--- src/hw/rtl/kaf_pkg.sv ---
// Shared types and constants for the keypad auto-repeat scanner with key FIFO.
package kaf_pkg;

    localparam int KEY_COUNT = 8;
    localparam int LEFT_KEYS = 4;
    localparam int KEY_W     = 8;
    localparam int TIME_W    = 16;
    localparam int CFG_W     = 15;
    localparam int CMD_W     = 2;
    localparam int CIDX_W    = 2;
    localparam int KIDX_W    = 3;

    // Command codes carried in s_tuser.
    localparam logic [CMD_W-1:0] CMD_SCAN  = 2'd0;
    localparam logic [CMD_W-1:0] CMD_GET   = 2'd1;
    localparam logic [CMD_W-1:0] CMD_FLUSH = 2'd2;
    localparam logic [CMD_W-1:0] CMD_BACK  = 2'd3;

    // Configuration register indexes.
    localparam logic [CIDX_W-1:0] REG_FIRST_DELAY  = 2'd0;
    localparam logic [CIDX_W-1:0] REG_REPEAT_IVAL  = 2'd1;
    localparam logic [CIDX_W-1:0] REG_RELEASE_HOLD = 2'd2;

    localparam logic [CFG_W-1:0] FIRST_DELAY_RST  = 15'd400;
    localparam logic [CFG_W-1:0] REPEAT_IVAL_RST  = 15'd100;
    localparam logic [CFG_W-1:0] RELEASE_HOLD_RST = 15'd50;

    typedef struct packed {
        logic             push;
        logic             pop;
        logic             flush;
        logic [KEY_W-1:0] code;
    } kaf_ring_ctl_t;

    typedef struct packed {
        logic             empty;
        logic [KEY_W-1:0] rd_data;
    } kaf_ring_sts_t;

endpackage

--- src/hw/rtl/kaf_key_ring.sv ---
// Ring FIFO of key codes that drops new codes when full, with registered read.
module kaf_key_ring #(
    parameter int RING_DEPTH = 16
) (
    input  logic                   clk,
    input  logic                   rst_n,
    input  kaf_pkg::kaf_ring_ctl_t ctl,
    output kaf_pkg::kaf_ring_sts_t sts
);
    import kaf_pkg::*;

    localparam int PTR_W = (RING_DEPTH > 1) ? $clog2(RING_DEPTH) : 1;
    localparam logic [PTR_W-1:0] LAST_PTR = PTR_W'(RING_DEPTH - 1);

    logic [KEY_W-1:0] mem [RING_DEPTH];
    logic [PTR_W-1:0] wr_ptr_reg, wr_ptr_next;
    logic [PTR_W-1:0] rd_ptr_reg, rd_ptr_next;
    logic [PTR_W-1:0] wr_inc, rd_inc;
    logic [KEY_W-1:0] rd_data_reg;
    logic             full, empty;
    logic             do_write;

    assign wr_inc   = (wr_ptr_reg == LAST_PTR) ? '0 : wr_ptr_reg + 1'b1;
    assign rd_inc   = (rd_ptr_reg == LAST_PTR) ? '0 : rd_ptr_reg + 1'b1;
    // One slot stays unused so that full and empty can be told apart.
    assign full     = (wr_inc == rd_ptr_reg);
    assign empty    = (wr_ptr_reg == rd_ptr_reg);
    assign do_write = ctl.push && !full;

    always_comb
    begin
        wr_ptr_next = wr_ptr_reg;
        rd_ptr_next = rd_ptr_reg;
        if (do_write)
        begin
            wr_ptr_next = wr_inc;
        end
        if (ctl.flush)
        begin
            rd_ptr_next = wr_ptr_reg;
        end
        else if (ctl.pop && !empty)
        begin
            rd_ptr_next = rd_inc;
        end
    end

    always_ff @(posedge clk or negedge rst_n)
    begin
        if (!rst_n)
        begin
            wr_ptr_reg <= '0;
            rd_ptr_reg <= '0;
        end
        else
        begin
            wr_ptr_reg <= wr_ptr_next;
            rd_ptr_reg <= rd_ptr_next;
        end
    end

    always_ff @(posedge clk)
    begin
        if (do_write)
        begin
            mem[wr_ptr_reg] <= ctl.code;
        end
        if (ctl.pop)
        begin
            rd_data_reg <= mem[rd_ptr_reg];
        end
    end

    assign sts.empty   = empty;
    assign sts.rd_data = rd_data_reg;

endmodule

--- src/hw/rtl/keypad_autorepeat_fifo.sv ---
// Top level of the eight-key pad scanner with auto-repeat, release hold and key FIFO.
//
//  Channel   Dir  Signals                       Contents
//  s_axis    in   s_tvalid s_tready s_tdata     one command request (cmd in s_tuser)
//  m_axis    out  m_tvalid m_tready m_tdata     key code and pressed map per request
//  cfg       in   cfg_we cfg_index cfg_data     delay, interval and release hold
//
//  A scan runs a setup step on the shared 16-bit subtract/compare unit, then one
//  step per key for the eight keys, then the final step. A get from the FIFO adds
//  a read-wait step for the registered ring read; a get served by the push-back
//  slot or an empty FIFO, a flush and a push back go straight to the final step.
//  A result waits in the output register; a stalled m_tready holds the block in
//  its final step. Reset clears key state, FIFO pointers and the push-back slot.
module keypad_autorepeat_fifo #(
    parameter int RING_DEPTH = 16
) (
    input  logic        clk,
    input  logic        rst_n,
    input  logic        s_tvalid,
    output logic        s_tready,
    // [15:0] time_ms, [19:16] left_levels, [23:20] right_levels, [31:24] key_back
    input  logic [31:0] s_tdata,
    // [1:0] cmd
    input  logic [1:0]  s_tuser,
    output logic        m_tvalid,
    input  logic        m_tready,
    // [7:0] key_code, [15:8] pressed_map, [16] none_pressed, [23:17] zero
    output logic [23:0] m_tdata,
    input  logic        cfg_we,
    input  logic [1:0]  cfg_index,
    input  logic [14:0] cfg_data
);
    import kaf_pkg::*;

    localparam logic [2:0] ST_IDLE  = 3'd0;
    localparam logic [2:0] ST_SETUP = 3'd1;
    localparam logic [2:0] ST_KEY   = 3'd2;
    localparam logic [2:0] ST_GETW  = 3'd3;
    localparam logic [2:0] ST_FIN   = 3'd4;

    localparam logic [KIDX_W-1:0] LAST_KEY = KIDX_W'(KEY_COUNT - 1);

    logic [2:0]           state_reg, state_next;
    logic [KIDX_W-1:0]    key_idx_reg, key_idx_next;
    logic [CFG_W-1:0]     frd_reg, frd_next;
    logic [CFG_W-1:0]     ri_reg, ri_next;
    logic [CFG_W-1:0]     rh_reg, rh_next;
    logic [KEY_COUNT-1:0] held_reg, held_next;
    logic [TIME_W-1:0]    rep_stamp_reg [KEY_COUNT];
    logic [TIME_W-1:0]    rep_stamp_next [KEY_COUNT];
    logic [TIME_W-1:0]    seen_stamp_reg [KEY_COUNT];
    logic [TIME_W-1:0]    seen_stamp_next [KEY_COUNT];
    logic [KEY_W-1:0]     pb_reg, pb_next;
    logic [TIME_W-1:0]    time_reg, time_next;
    logic [KEY_COUNT-1:0] down_reg, down_next;
    logic [TIME_W-1:0]    neg_off_reg, neg_off_next;
    logic [KEY_W-1:0]     code_reg, code_next;
    logic                 m_tvalid_reg, m_tvalid_next;
    logic [16:0]          out_reg, out_next;

    logic                 in_accept;
    logic                 cur_down, cur_held, first_press;
    logic [TIME_W-1:0]    unit_a, unit_b, unit_res;
    logic [CFG_W-1:0]     unit_thr;
    logic                 unit_ge;
    kaf_ring_ctl_t        ring_ctl;
    kaf_ring_sts_t        ring_sts;

    kaf_key_ring #(
        .RING_DEPTH(RING_DEPTH)
    ) u_ring (
        .clk  (clk),
        .rst_n(rst_n),
        .ctl  (ring_ctl),
        .sts  (ring_sts)
    );

    assign s_tready  = (state_reg == ST_IDLE);
    assign in_accept = s_tvalid && s_tready;

    assign cur_down    = down_reg[key_idx_reg];
    assign cur_held    = held_reg[key_idx_reg];
    assign first_press = cur_down && !cur_held;

    // Shared unit: one 16-bit wraparound subtract and one compare with a register.
    // The setup step forms interval - delay, so a first press stamp is t minus it.
    always_comb
    begin
        if (state_reg == ST_SETUP)
        begin
            unit_a = {1'b0, ri_reg};
            unit_b = {1'b0, frd_reg};
        end
        else
        begin
            unit_a = time_reg;
            if (first_press)
            begin
                unit_b = neg_off_reg;
            end
            else if (cur_down)
            begin
                unit_b = rep_stamp_reg[key_idx_reg];
            end
            else
            begin
                unit_b = seen_stamp_reg[key_idx_reg];
            end
        end
        unit_thr = cur_down ? ri_reg : rh_reg;
        unit_res = unit_a - unit_b;
        unit_ge  = !unit_res[TIME_W-1] && (unit_res[CFG_W-1:0] >= unit_thr);
    end

    always_comb
    begin
        state_next      = state_reg;
        key_idx_next    = key_idx_reg;
        frd_next        = frd_reg;
        ri_next         = ri_reg;
        rh_next         = rh_reg;
        held_next       = held_reg;
        rep_stamp_next  = rep_stamp_reg;
        seen_stamp_next = seen_stamp_reg;
        pb_next         = pb_reg;
        time_next       = time_reg;
        down_next       = down_reg;
        neg_off_next    = neg_off_reg;
        code_next       = code_reg;
        out_next        = out_reg;
        m_tvalid_next   = m_tvalid_reg && !m_tready;
        ring_ctl        = '0;
        ring_ctl.code   = KEY_W'(key_idx_reg) + KEY_W'(1);

        if (cfg_we)
        begin
            case (cfg_index)
                REG_FIRST_DELAY:  frd_next = cfg_data;
                REG_REPEAT_IVAL:  ri_next  = cfg_data;
                REG_RELEASE_HOLD: rh_next  = cfg_data;
                default:          ;
            endcase
        end

        case (state_reg)
            ST_IDLE:
            begin
                if (in_accept)
                begin
                    time_next = s_tdata[15:0];
                    down_next = {~s_tdata[23:20], s_tdata[19:16]};
                    code_next = '0;
                    state_next = ST_FIN;
                    case (s_tuser)
                        CMD_SCAN:
                        begin
                            state_next = ST_SETUP;
                        end
                        CMD_GET:
                        begin
                            if (pb_reg != '0)
                            begin
                                code_next = pb_reg;
                                pb_next   = '0;
                            end
                            else if (!ring_sts.empty)
                            begin
                                ring_ctl.pop = 1'b1;
                                state_next   = ST_GETW;
                            end
                        end
                        CMD_FLUSH:
                        begin
                            ring_ctl.flush = 1'b1;
                            pb_next        = '0;
                        end
                        default:
                        begin
                            pb_next = s_tdata[31:24];
                        end
                    endcase
                end
            end
            ST_SETUP:
            begin
                neg_off_next = unit_res;
                key_idx_next = '0;
                state_next   = ST_KEY;
            end
            ST_KEY:
            begin
                if (cur_down)
                begin
                    if (!cur_held)
                    begin
                        rep_stamp_next[key_idx_reg] = unit_res;
                        held_next[key_idx_reg]      = 1'b1;
                        ring_ctl.push               = 1'b1;
                    end
                    else if (unit_ge)
                    begin
                        rep_stamp_next[key_idx_reg] = time_reg;
                        ring_ctl.push               = 1'b1;
                    end
                    seen_stamp_next[key_idx_reg] = time_reg;
                end
                else if (cur_held && unit_ge)
                begin
                    held_next[key_idx_reg] = 1'b0;
                end
                key_idx_next = key_idx_reg + 1'b1;
                if (key_idx_reg == LAST_KEY)
                begin
                    state_next = ST_FIN;
                end
            end
            ST_GETW:
            begin
                code_next  = ring_sts.rd_data;
                state_next = ST_FIN;
            end
            ST_FIN:
            begin
                if (!m_tvalid_reg || m_tready)
                begin
                    out_next      = {(held_reg == '0), held_reg, code_reg};
                    m_tvalid_next = 1'b1;
                    state_next    = ST_IDLE;
                end
            end
            default:
            begin
                state_next = ST_IDLE;
            end
        endcase
    end

    always_ff @(posedge clk or negedge rst_n)
    begin
        if (!rst_n)
        begin
            state_reg    <= ST_IDLE;
            key_idx_reg  <= '0;
            frd_reg      <= FIRST_DELAY_RST;
            ri_reg       <= REPEAT_IVAL_RST;
            rh_reg       <= RELEASE_HOLD_RST;
            held_reg     <= '0;
            pb_reg       <= '0;
            m_tvalid_reg <= 1'b0;
            for (int i = 0; i < KEY_COUNT; i++)
            begin
                rep_stamp_reg[i]  <= '0;
                seen_stamp_reg[i] <= '0;
            end
        end
        else
        begin
            state_reg      <= state_next;
            key_idx_reg    <= key_idx_next;
            frd_reg        <= frd_next;
            ri_reg         <= ri_next;
            rh_reg         <= rh_next;
            held_reg       <= held_next;
            pb_reg         <= pb_next;
            m_tvalid_reg   <= m_tvalid_next;
            rep_stamp_reg  <= rep_stamp_next;
            seen_stamp_reg <= seen_stamp_next;
        end
    end

    always_ff @(posedge clk)
    begin
        time_reg    <= time_next;
        down_reg    <= down_next;
        neg_off_reg <= neg_off_next;
        code_reg    <= code_next;
        out_reg     <= out_next;
    end

    assign m_tvalid = m_tvalid_reg;
    assign m_tdata  = {7'b0, out_reg};

    // Codes are queued only while walking the keys.
    a_push_in_walk: assert property (@(posedge clk) disable iff (!rst_n)
        ring_ctl.push |-> (state_reg == ST_KEY))
        else $error("ring push outside the key walk");

    a_push_pop_excl: assert property (@(posedge clk) disable iff (!rst_n)
        !(ring_ctl.push && (ring_ctl.pop || ring_ctl.flush)))
        else $error("ring push together with pop or flush");

    a_walk_ends: assert property (@(posedge clk) disable iff (!rst_n)
        (state_reg == ST_KEY && key_idx_reg == LAST_KEY) |=> (state_reg == ST_FIN))
        else $error("key walk did not end after the last key");

    a_none_flag: assert property (@(posedge clk) disable iff (!rst_n)
        m_tvalid |-> (m_tdata[16] == (m_tdata[15:8] == 8'd0)))
        else $error("none_pressed disagrees with pressed_map");

    a_fifo_read_wait: assert property (@(posedge clk) disable iff (!rst_n)
        ring_ctl.pop |=> (state_reg == ST_GETW))
        else $error("ring read not followed by the read wait step");

endmodule
--- config.mk ---
export PLATFORM = sky130hd
export DESIGN_NAME = keypad_autorepeat_fifo
export DESIGN_NICKNAME = d
export VERILOG_FILES = /design/src/hw/rtl/kaf_pkg.sv /design/src/hw/rtl/kaf_key_ring.sv /design/src/hw/rtl/keypad_autorepeat_fifo.sv
export SDC_FILE = /design/constraint.sdc
export NUM_CORES = 1
export LEC_CHECK = 0
export ABC_AREA = 1
export ABC_CLOCK_PERIOD_IN_PS = 7600
export BUFFER_PORTS_ARGS = -buffer_cell sky130_fd_sc_hd__buf_2
export CORE_ASPECT_RATIO = 1.1
export CORE_UTILIZATION = 63
export CTS_CLUSTER_DIAMETER = 100
export DETAILED_ROUTE_END_ITERATION = 16
export GPL_TIMING_DRIVEN = 0
export PLACE_DENSITY = 0.77
export SETUP_SLACK_MARGIN = 0.4
export SYNTH_ARGS = -nofsm -noshare
export SYNTH_HDL_FRONTEND = slang
export SYNTH_HIERARCHICAL = 1
export SYNTH_SLANG_ARGS = --single-unit
--- constraint.sdc ---
create_clock -name clk -period 7.6 [get_ports clk]
set_input_delay 1.52 -clock clk [delete_from_list [all_inputs] [get_ports clk]]
set_output_delay 1.52 -clock clk [all_outputs]
set_load 0.03 [all_outputs]
# Word-level counts from Yosys, hierarchy flattened
# Memory sizes are Yosys's and may differ from the RTL's. A register that Yosys moved wholly into a read port is not among the register bits.
# Index checks and enable logic that the tools add are counted.
[op_classes]
addsub = 5
n_lt_le_gt_ge = 5
eq_ne = 19
n_mux = 59
n_bitwise = 6
n_reduce_logical = 36
[ops]
columns = ["op", "n"]
rows = [
  ["bitwise mux 128 bit", 3],
  ["2-to-1 mux 128 bit", 2],
  ["2-to-1 mux 16 bit", 9],
  ["binary-select mux 16 bit (select 3 bit)", 2],
  ["2-to-1 mux 8 bit", 7],
  ["demux 16 bit (select 3 bit)", 1],
  ["one-hot mux 8 bit (3 select lines)", 1],
  ["2-to-1 mux 4 bit", 4],
  ["one-hot mux 8 bit (2 select lines)", 1],
  ["subtractor 16 bit", 1],
  ["greater-or-equal comparator 15 bit", 1],
  ["2-to-1 mux 1 bit", 15],
  ["2-to-1 mux 15 bit", 1],
  ["2-to-1 mux 3 bit", 5],
  ["one-hot mux 3 bit (5 select lines)", 1],
  ["AND reduction 2 bit", 7],
  ["one-hot mux 3 bit (2 select lines)", 2],
  ["logical AND 1 bit", 9],
  ["AND reduction 3 bit", 3],
  ["adder 4 x 1 -> 4 bit (second input constant)", 2],
  ["bitwise AND 8 bit", 1],
  ["== test 4 bit", 2],
  ["== test 4 bit (second input constant)", 2],
  ["logical NOT 8 bit", 1],
  ["other kinds (28)", 47],
]
[totals]
reg_bits = 405
mem_bits_rw = 64
out_inout_bits = 26
word_cells = 163
n_memories = 1
[memory_table]
columns = ["memory", "words", "width", "rd", "rd_ports_with_merged_regs", "wr", "line", "rtl"]
rows = [
  ["u_ring.mem", 16, 4, 1, 1, 1, "kaf_key_ring.sv:15", "logic [KEY_W-1:0] mem [RING_DEPTH];"],
]

# Logic depth before layout (Yosys ltp)
[logic_depth]
word_depth = 17
ltp_mapped = 37

# Modules after synthesis
# Netlist, hierarchy kept.
[by_module_without_submodules]
columns = ["module", "n_inst", "cells_each", "area_each_um2", "seq_area_each_um2"]
rows = [
  ["keypad_autorepeat_fifo", 1, 2121, 18497.7, 10070.9],
  ["kaf_key_ring", 1, 496, 6088.3, 4284.1],
]

# Worst setup path before layout
# OpenSTA, ideal clock, no wires.
[synth_path]
kind = "flip-flop to flip-flop"
from = "reg key_idx_reg[0]"
to = "mem u_ring/mem[12][0] (netlist bit), enable pin"
arrival_time_ns = 5.272
t_required_ns = 7.230
path_slack_ns = 1.958
stages_incl_launch_ff = 33
path_cell_list = "dfrtp_1 inv_2 buf_2 nand2_1 clkinv_1 clkbuf_1 buf_1 nand2_1 nand4_1 a21oi_1 a31oi_1 ha_1 inv_1 fa_1 nand2_1 a21oi_1 nand3_1 nand2_1 nand3_1 nand2_1 nand3_1 nand2_1 xor2_1 ha_1 nand2_1 nor4_1 nand3_1 nand4_1 nand3_2 a21oi_1 nand2_2 buf_4 nor2_1"
[synth_rtl]
columns = ["element", "line", "rtl"]
rows = [
  ["from (decl)", "keypad_autorepeat_fifo.sv:44", "logic [KIDX_W-1:0] key_idx_reg, key_idx_next;"],
  ["from (signal assigned)", "keypad_autorepeat_fifo.sv:259", "key_idx_reg <= key_idx_next;"],
  ["to (decl)", "kaf_key_ring.sv:15", ""],
]

==> results by group <==
Status
  • Status: completed

Yosys
  • Synth Cell Area: 24600 sq um
  • Post-synth top flop: dfrtp_1
  • Compound-cell area share of the yosys netlist: 14.4%
  • Multiplexer share of the synthesized area: 1.03%
  • Synth Instances: 2617
  • Yosys reg bits: 533
  • Syn_area_per_cell: 9.39 sq um
  • Cell variety after synth: 51
  • Async SR Flop Fraction: 62.3%
  • Yosys warns: 6
  • Post-Synth Adder-Cell Area: 2.17%
  • Post-Synth XOR/XNOR Area: 0.606%
  • Simple-gate area share of the yosys netlist: 16.8%
  • Post-synth EDFFs: 201
  • Main combinational cell family by area after synthesis: simple AND/OR/NAND/NOR gates
  • Post-synthesis sequential area ratio: 58.4%

Power
  • Internal power: 7290 uW
  • Net Sw Power: 6260 uW
  • Worst IR Drop VDD: 386 uV
  • Sequential power share: 30.9%
  • Pleak: 0.0120 uW
  • Clock group share of total power: 19.9%
  • Combinational power share: 49.2%
  • Pwr Density: 484 nW/um^2
  • Sw Share: 46.2%

Routing
  • DRC: 0
  • Via count: 20.8k
  • DRT Pass-1 Iters: 8
  • Routed wire length: 77100 um
  • Post-route ant nets: 0
  • Per-cell routed wire length: 22.9 um
  • Initial DRC count: 2955
  • Vias per cell: 6.19

Final layout
  • Final std cells w/o fill: 3361
  • # diodes: 0
  • Commonest non-fill, non-tap cell in the layout: nand2_1
  • Final #Nets: 2917
  • Layout cells sized above 1: 12.0%
  • Most frequent cells in the layout: nand2_1 (677), o21ai_0 (352), dfrtp_1 (323)
  • Synthesis-to-layout area growth: 13.8%

Global route
  • Initial antenna violation count: 1
  • Overall Global Routing Usage: 39.5%
  • Grt ovf: 0
  • First-pass GRT wire length: 117000 um
  • Vias in the first global route: 19.9k
  • Largest net degree at the start of global routing: 115

Floorplan
  • IO Pins: 82
  • Row cnt: 75
  • Die area: 39800 sq um
  • Initial Util: 64.2%
  • Core Area: 38300 sq um
  • Chip height: 209 um
  • Die width: 190 um

STA
  • Slew Limit Fails: 0
  • Final Hold Vio Count: 0
  • RSZ-0062 raised after global routing: no
  • Part of the cycle the worst path needs: 91.8%
  • Worst Skew: 0.0284 ns
  • Worst slew pin tran: 1.37 ns
  • Final setup viols: 0
  • WHS: 0.419 ns
  • Peak Freq: 143 MHz
  • Crit path time final: 6.97 ns
  • Relative slew slack: 8.68%

CTS
  • CTS tree: yes
  • CTS Hold Buffers Added: 0
  • Clock Sinks: 533
  • Total CTS buffers: 53
  • Root Buffer: clkbuf_16
  • H-tree depth: 2
  • CTS clk-pin slew, worst paths: 0.06 ns
  • CTS max path bufs: 3
  • Clk Latency, worst-skew pair: 0.60 ns

Critical path
  • CP peak stage delay: 1.02 ns
  • CP Class: flop to flop
  • Most used cell along the critical path: nand2_1
  • Crit path arrival time: 7.23 ns
  • Required time worst endpoint: 7.85 ns
  • Slowest-stage cell, CP: clkbuf_1
  • Crit start category: flop
  • Crit. End Element: flop
  • CP max FO: 25
  • Crit path buffers/inverters: 5
  • CP delay by family, top: simple AND/OR/NAND/NOR gates

Place
  • Placer Congestion: 0.999
  • Post-DP HPWL: 54300 um
  • Placed cell count: 3264
  • Buffers on Ports: 74

Worst hold path
  • Hold Path Class: flop to flop

Flow run
  • MaxCap Viol Count: 0
[cell type report]
cell class                      instances  area, sq um
Buffer                                159          830
Clock buffer                           74         1520
Clock inverter                         23          259
Fill cell                            2816        10300
Inverter                              226          856
Multi-Input combinational cell       1769         9080
Sequential cell                       533        14400
Tap cell                              500          626
Timing Repair Buffer                   77          463
[cell usage after synthesis, types with 2 or more instances]
library cell	n	area share (%)
mux2i_1	14	0.57
xor2_1	13	0.46
and3_1	2	0.051
a22oi_1	19	0.58
o41ai_1	13	0.46
clkbuf_1	89	1.4
o21ai_1	46	0.94
clkbuf_2	3	0.061
o22ai_1	55	1.4
buf_6	10	0.46
inv_1	214	3.3
clkinv_1	3	0.046
xnor2_1	4	0.14
o21ai_2	5	0.18
buf_1	7	0.11
a21oi_1	32	0.65
nor2_1	135	2.1
o2111ai_1	3	0.11
nor2_2	6	0.15
nand3_1	108	2.2
dfstp_2	9	0.96
o21a_1	27	0.82
inv_2	9	0.14
ha_1	41	2.1
a21o_1	2	0.061
a31oi_1	3	0.076
nand2_1	683	10
a221oi_1	12	0.43
buf_2	32	0.65
a22o_1	5	0.18
nand3_2	6	0.24
dfrtp_1	323	33
o2bb2ai_1	5	0.18
nor2_4	3	0.14
nand2_2	9	0.23
mux2_2	10	0.46
o21ai_0	352	7.2
nor3_1	5	0.10
nand4_1	33	0.84
buf_4	18	0.55
edfxtp_1	201	25
nand2_4	4	0.18
o31ai_1	4	0.12
o211ai_1	33	1.0
[timing repair]
action,4_1_cts,5_1_grt
hold endpoints to repair,0,0
pin swaps,0,1
gates resized for setup,35,68
gates cloned,0,0
endpoints found under the setup margin,268,147
buffers inserted,0,0
[stage by stage]
step	area [sq um]	power, uW	utilization [%]	setup TNS [ns]	setup slack, ns
floorplan	24800	8190	-	0	1.96
global placement	25800	10200	67.5	-530.57	-1.37
detailed placement	25900	10400	67.8	-131.95	-1.07
CTS	27800	13200	72.6	0	0.429
global route	28000	14200	73.1	0	0.366
finish	28000	13600	73.1	0	0.626
[power groups by stage]
stage	Combinational (uW)	Clock, uW	Sequential [uW]
2_1_floorplan	4030	0	4160
3_3_place_gp	6020	0	4190
3_5_place_dp	6210	0	4210
4_1_cts	6310	2700	4170
5_1_grt	7180	2810	4240
6_report	6670	2690	4190
[worst register-to-register path: cells and delay by family (launching register included)]
kind / cells / cell delay, ns
simple gates: 16 / 2.72
flops: 1 / 0.35
compound gates: 3 / 0.70
fa+ha+maj: 2 / 0.75
xor+xnor: 1 / 0.23
buf+inv: 5 / 1.90
[layer usage]
layer  track usage, %  part of all wire (%)  up-vias
met5                0                 0.013        -
met4             17.8                   4.4        2
met3             11.2                    13      227
met2             58.0                    44     1388
met1             54.9                    38    10000
li1                 -                     -     9164
[cells by family (layout without fill, tap and decap cells)]
family          after synthesis  after routing
simple gates                998            998
compound gates              617            617
flops                       533            533
buf+inv                     385            559
fa+ha+maj                    42             42
mux                          24             24
xor+xnor                     17             17
other cells                   1             71
[worst paths after layout]
path                                             from                             to  slack, ns  cells after the start
max in group asynchronous                       rst_n          ri_reg[1]$_DFFE_PN0P_       5.48                      2
min reg2reg                     code_reg[3]$_DFFE_PP_           out_reg[3]$_DFFE_PP_       0.42                      0
min in group asynchronous                       rst_n  rep_stamp_reg[36]$_DFFE_PN0P_       1.00                      1
max reg2reg                key_idx_reg[1]$_DFFE_PN0P_    u_ring/mem[10][1]$_DFFE_PP_       0.63                     27
max                        key_idx_reg[1]$_DFFE_PN0P_    u_ring/mem[10][1]$_DFFE_PP_       0.63                     27
min                             code_reg[3]$_DFFE_PP_           out_reg[3]$_DFFE_PP_       0.42                      0
Power figures use the tool's default switching activity.
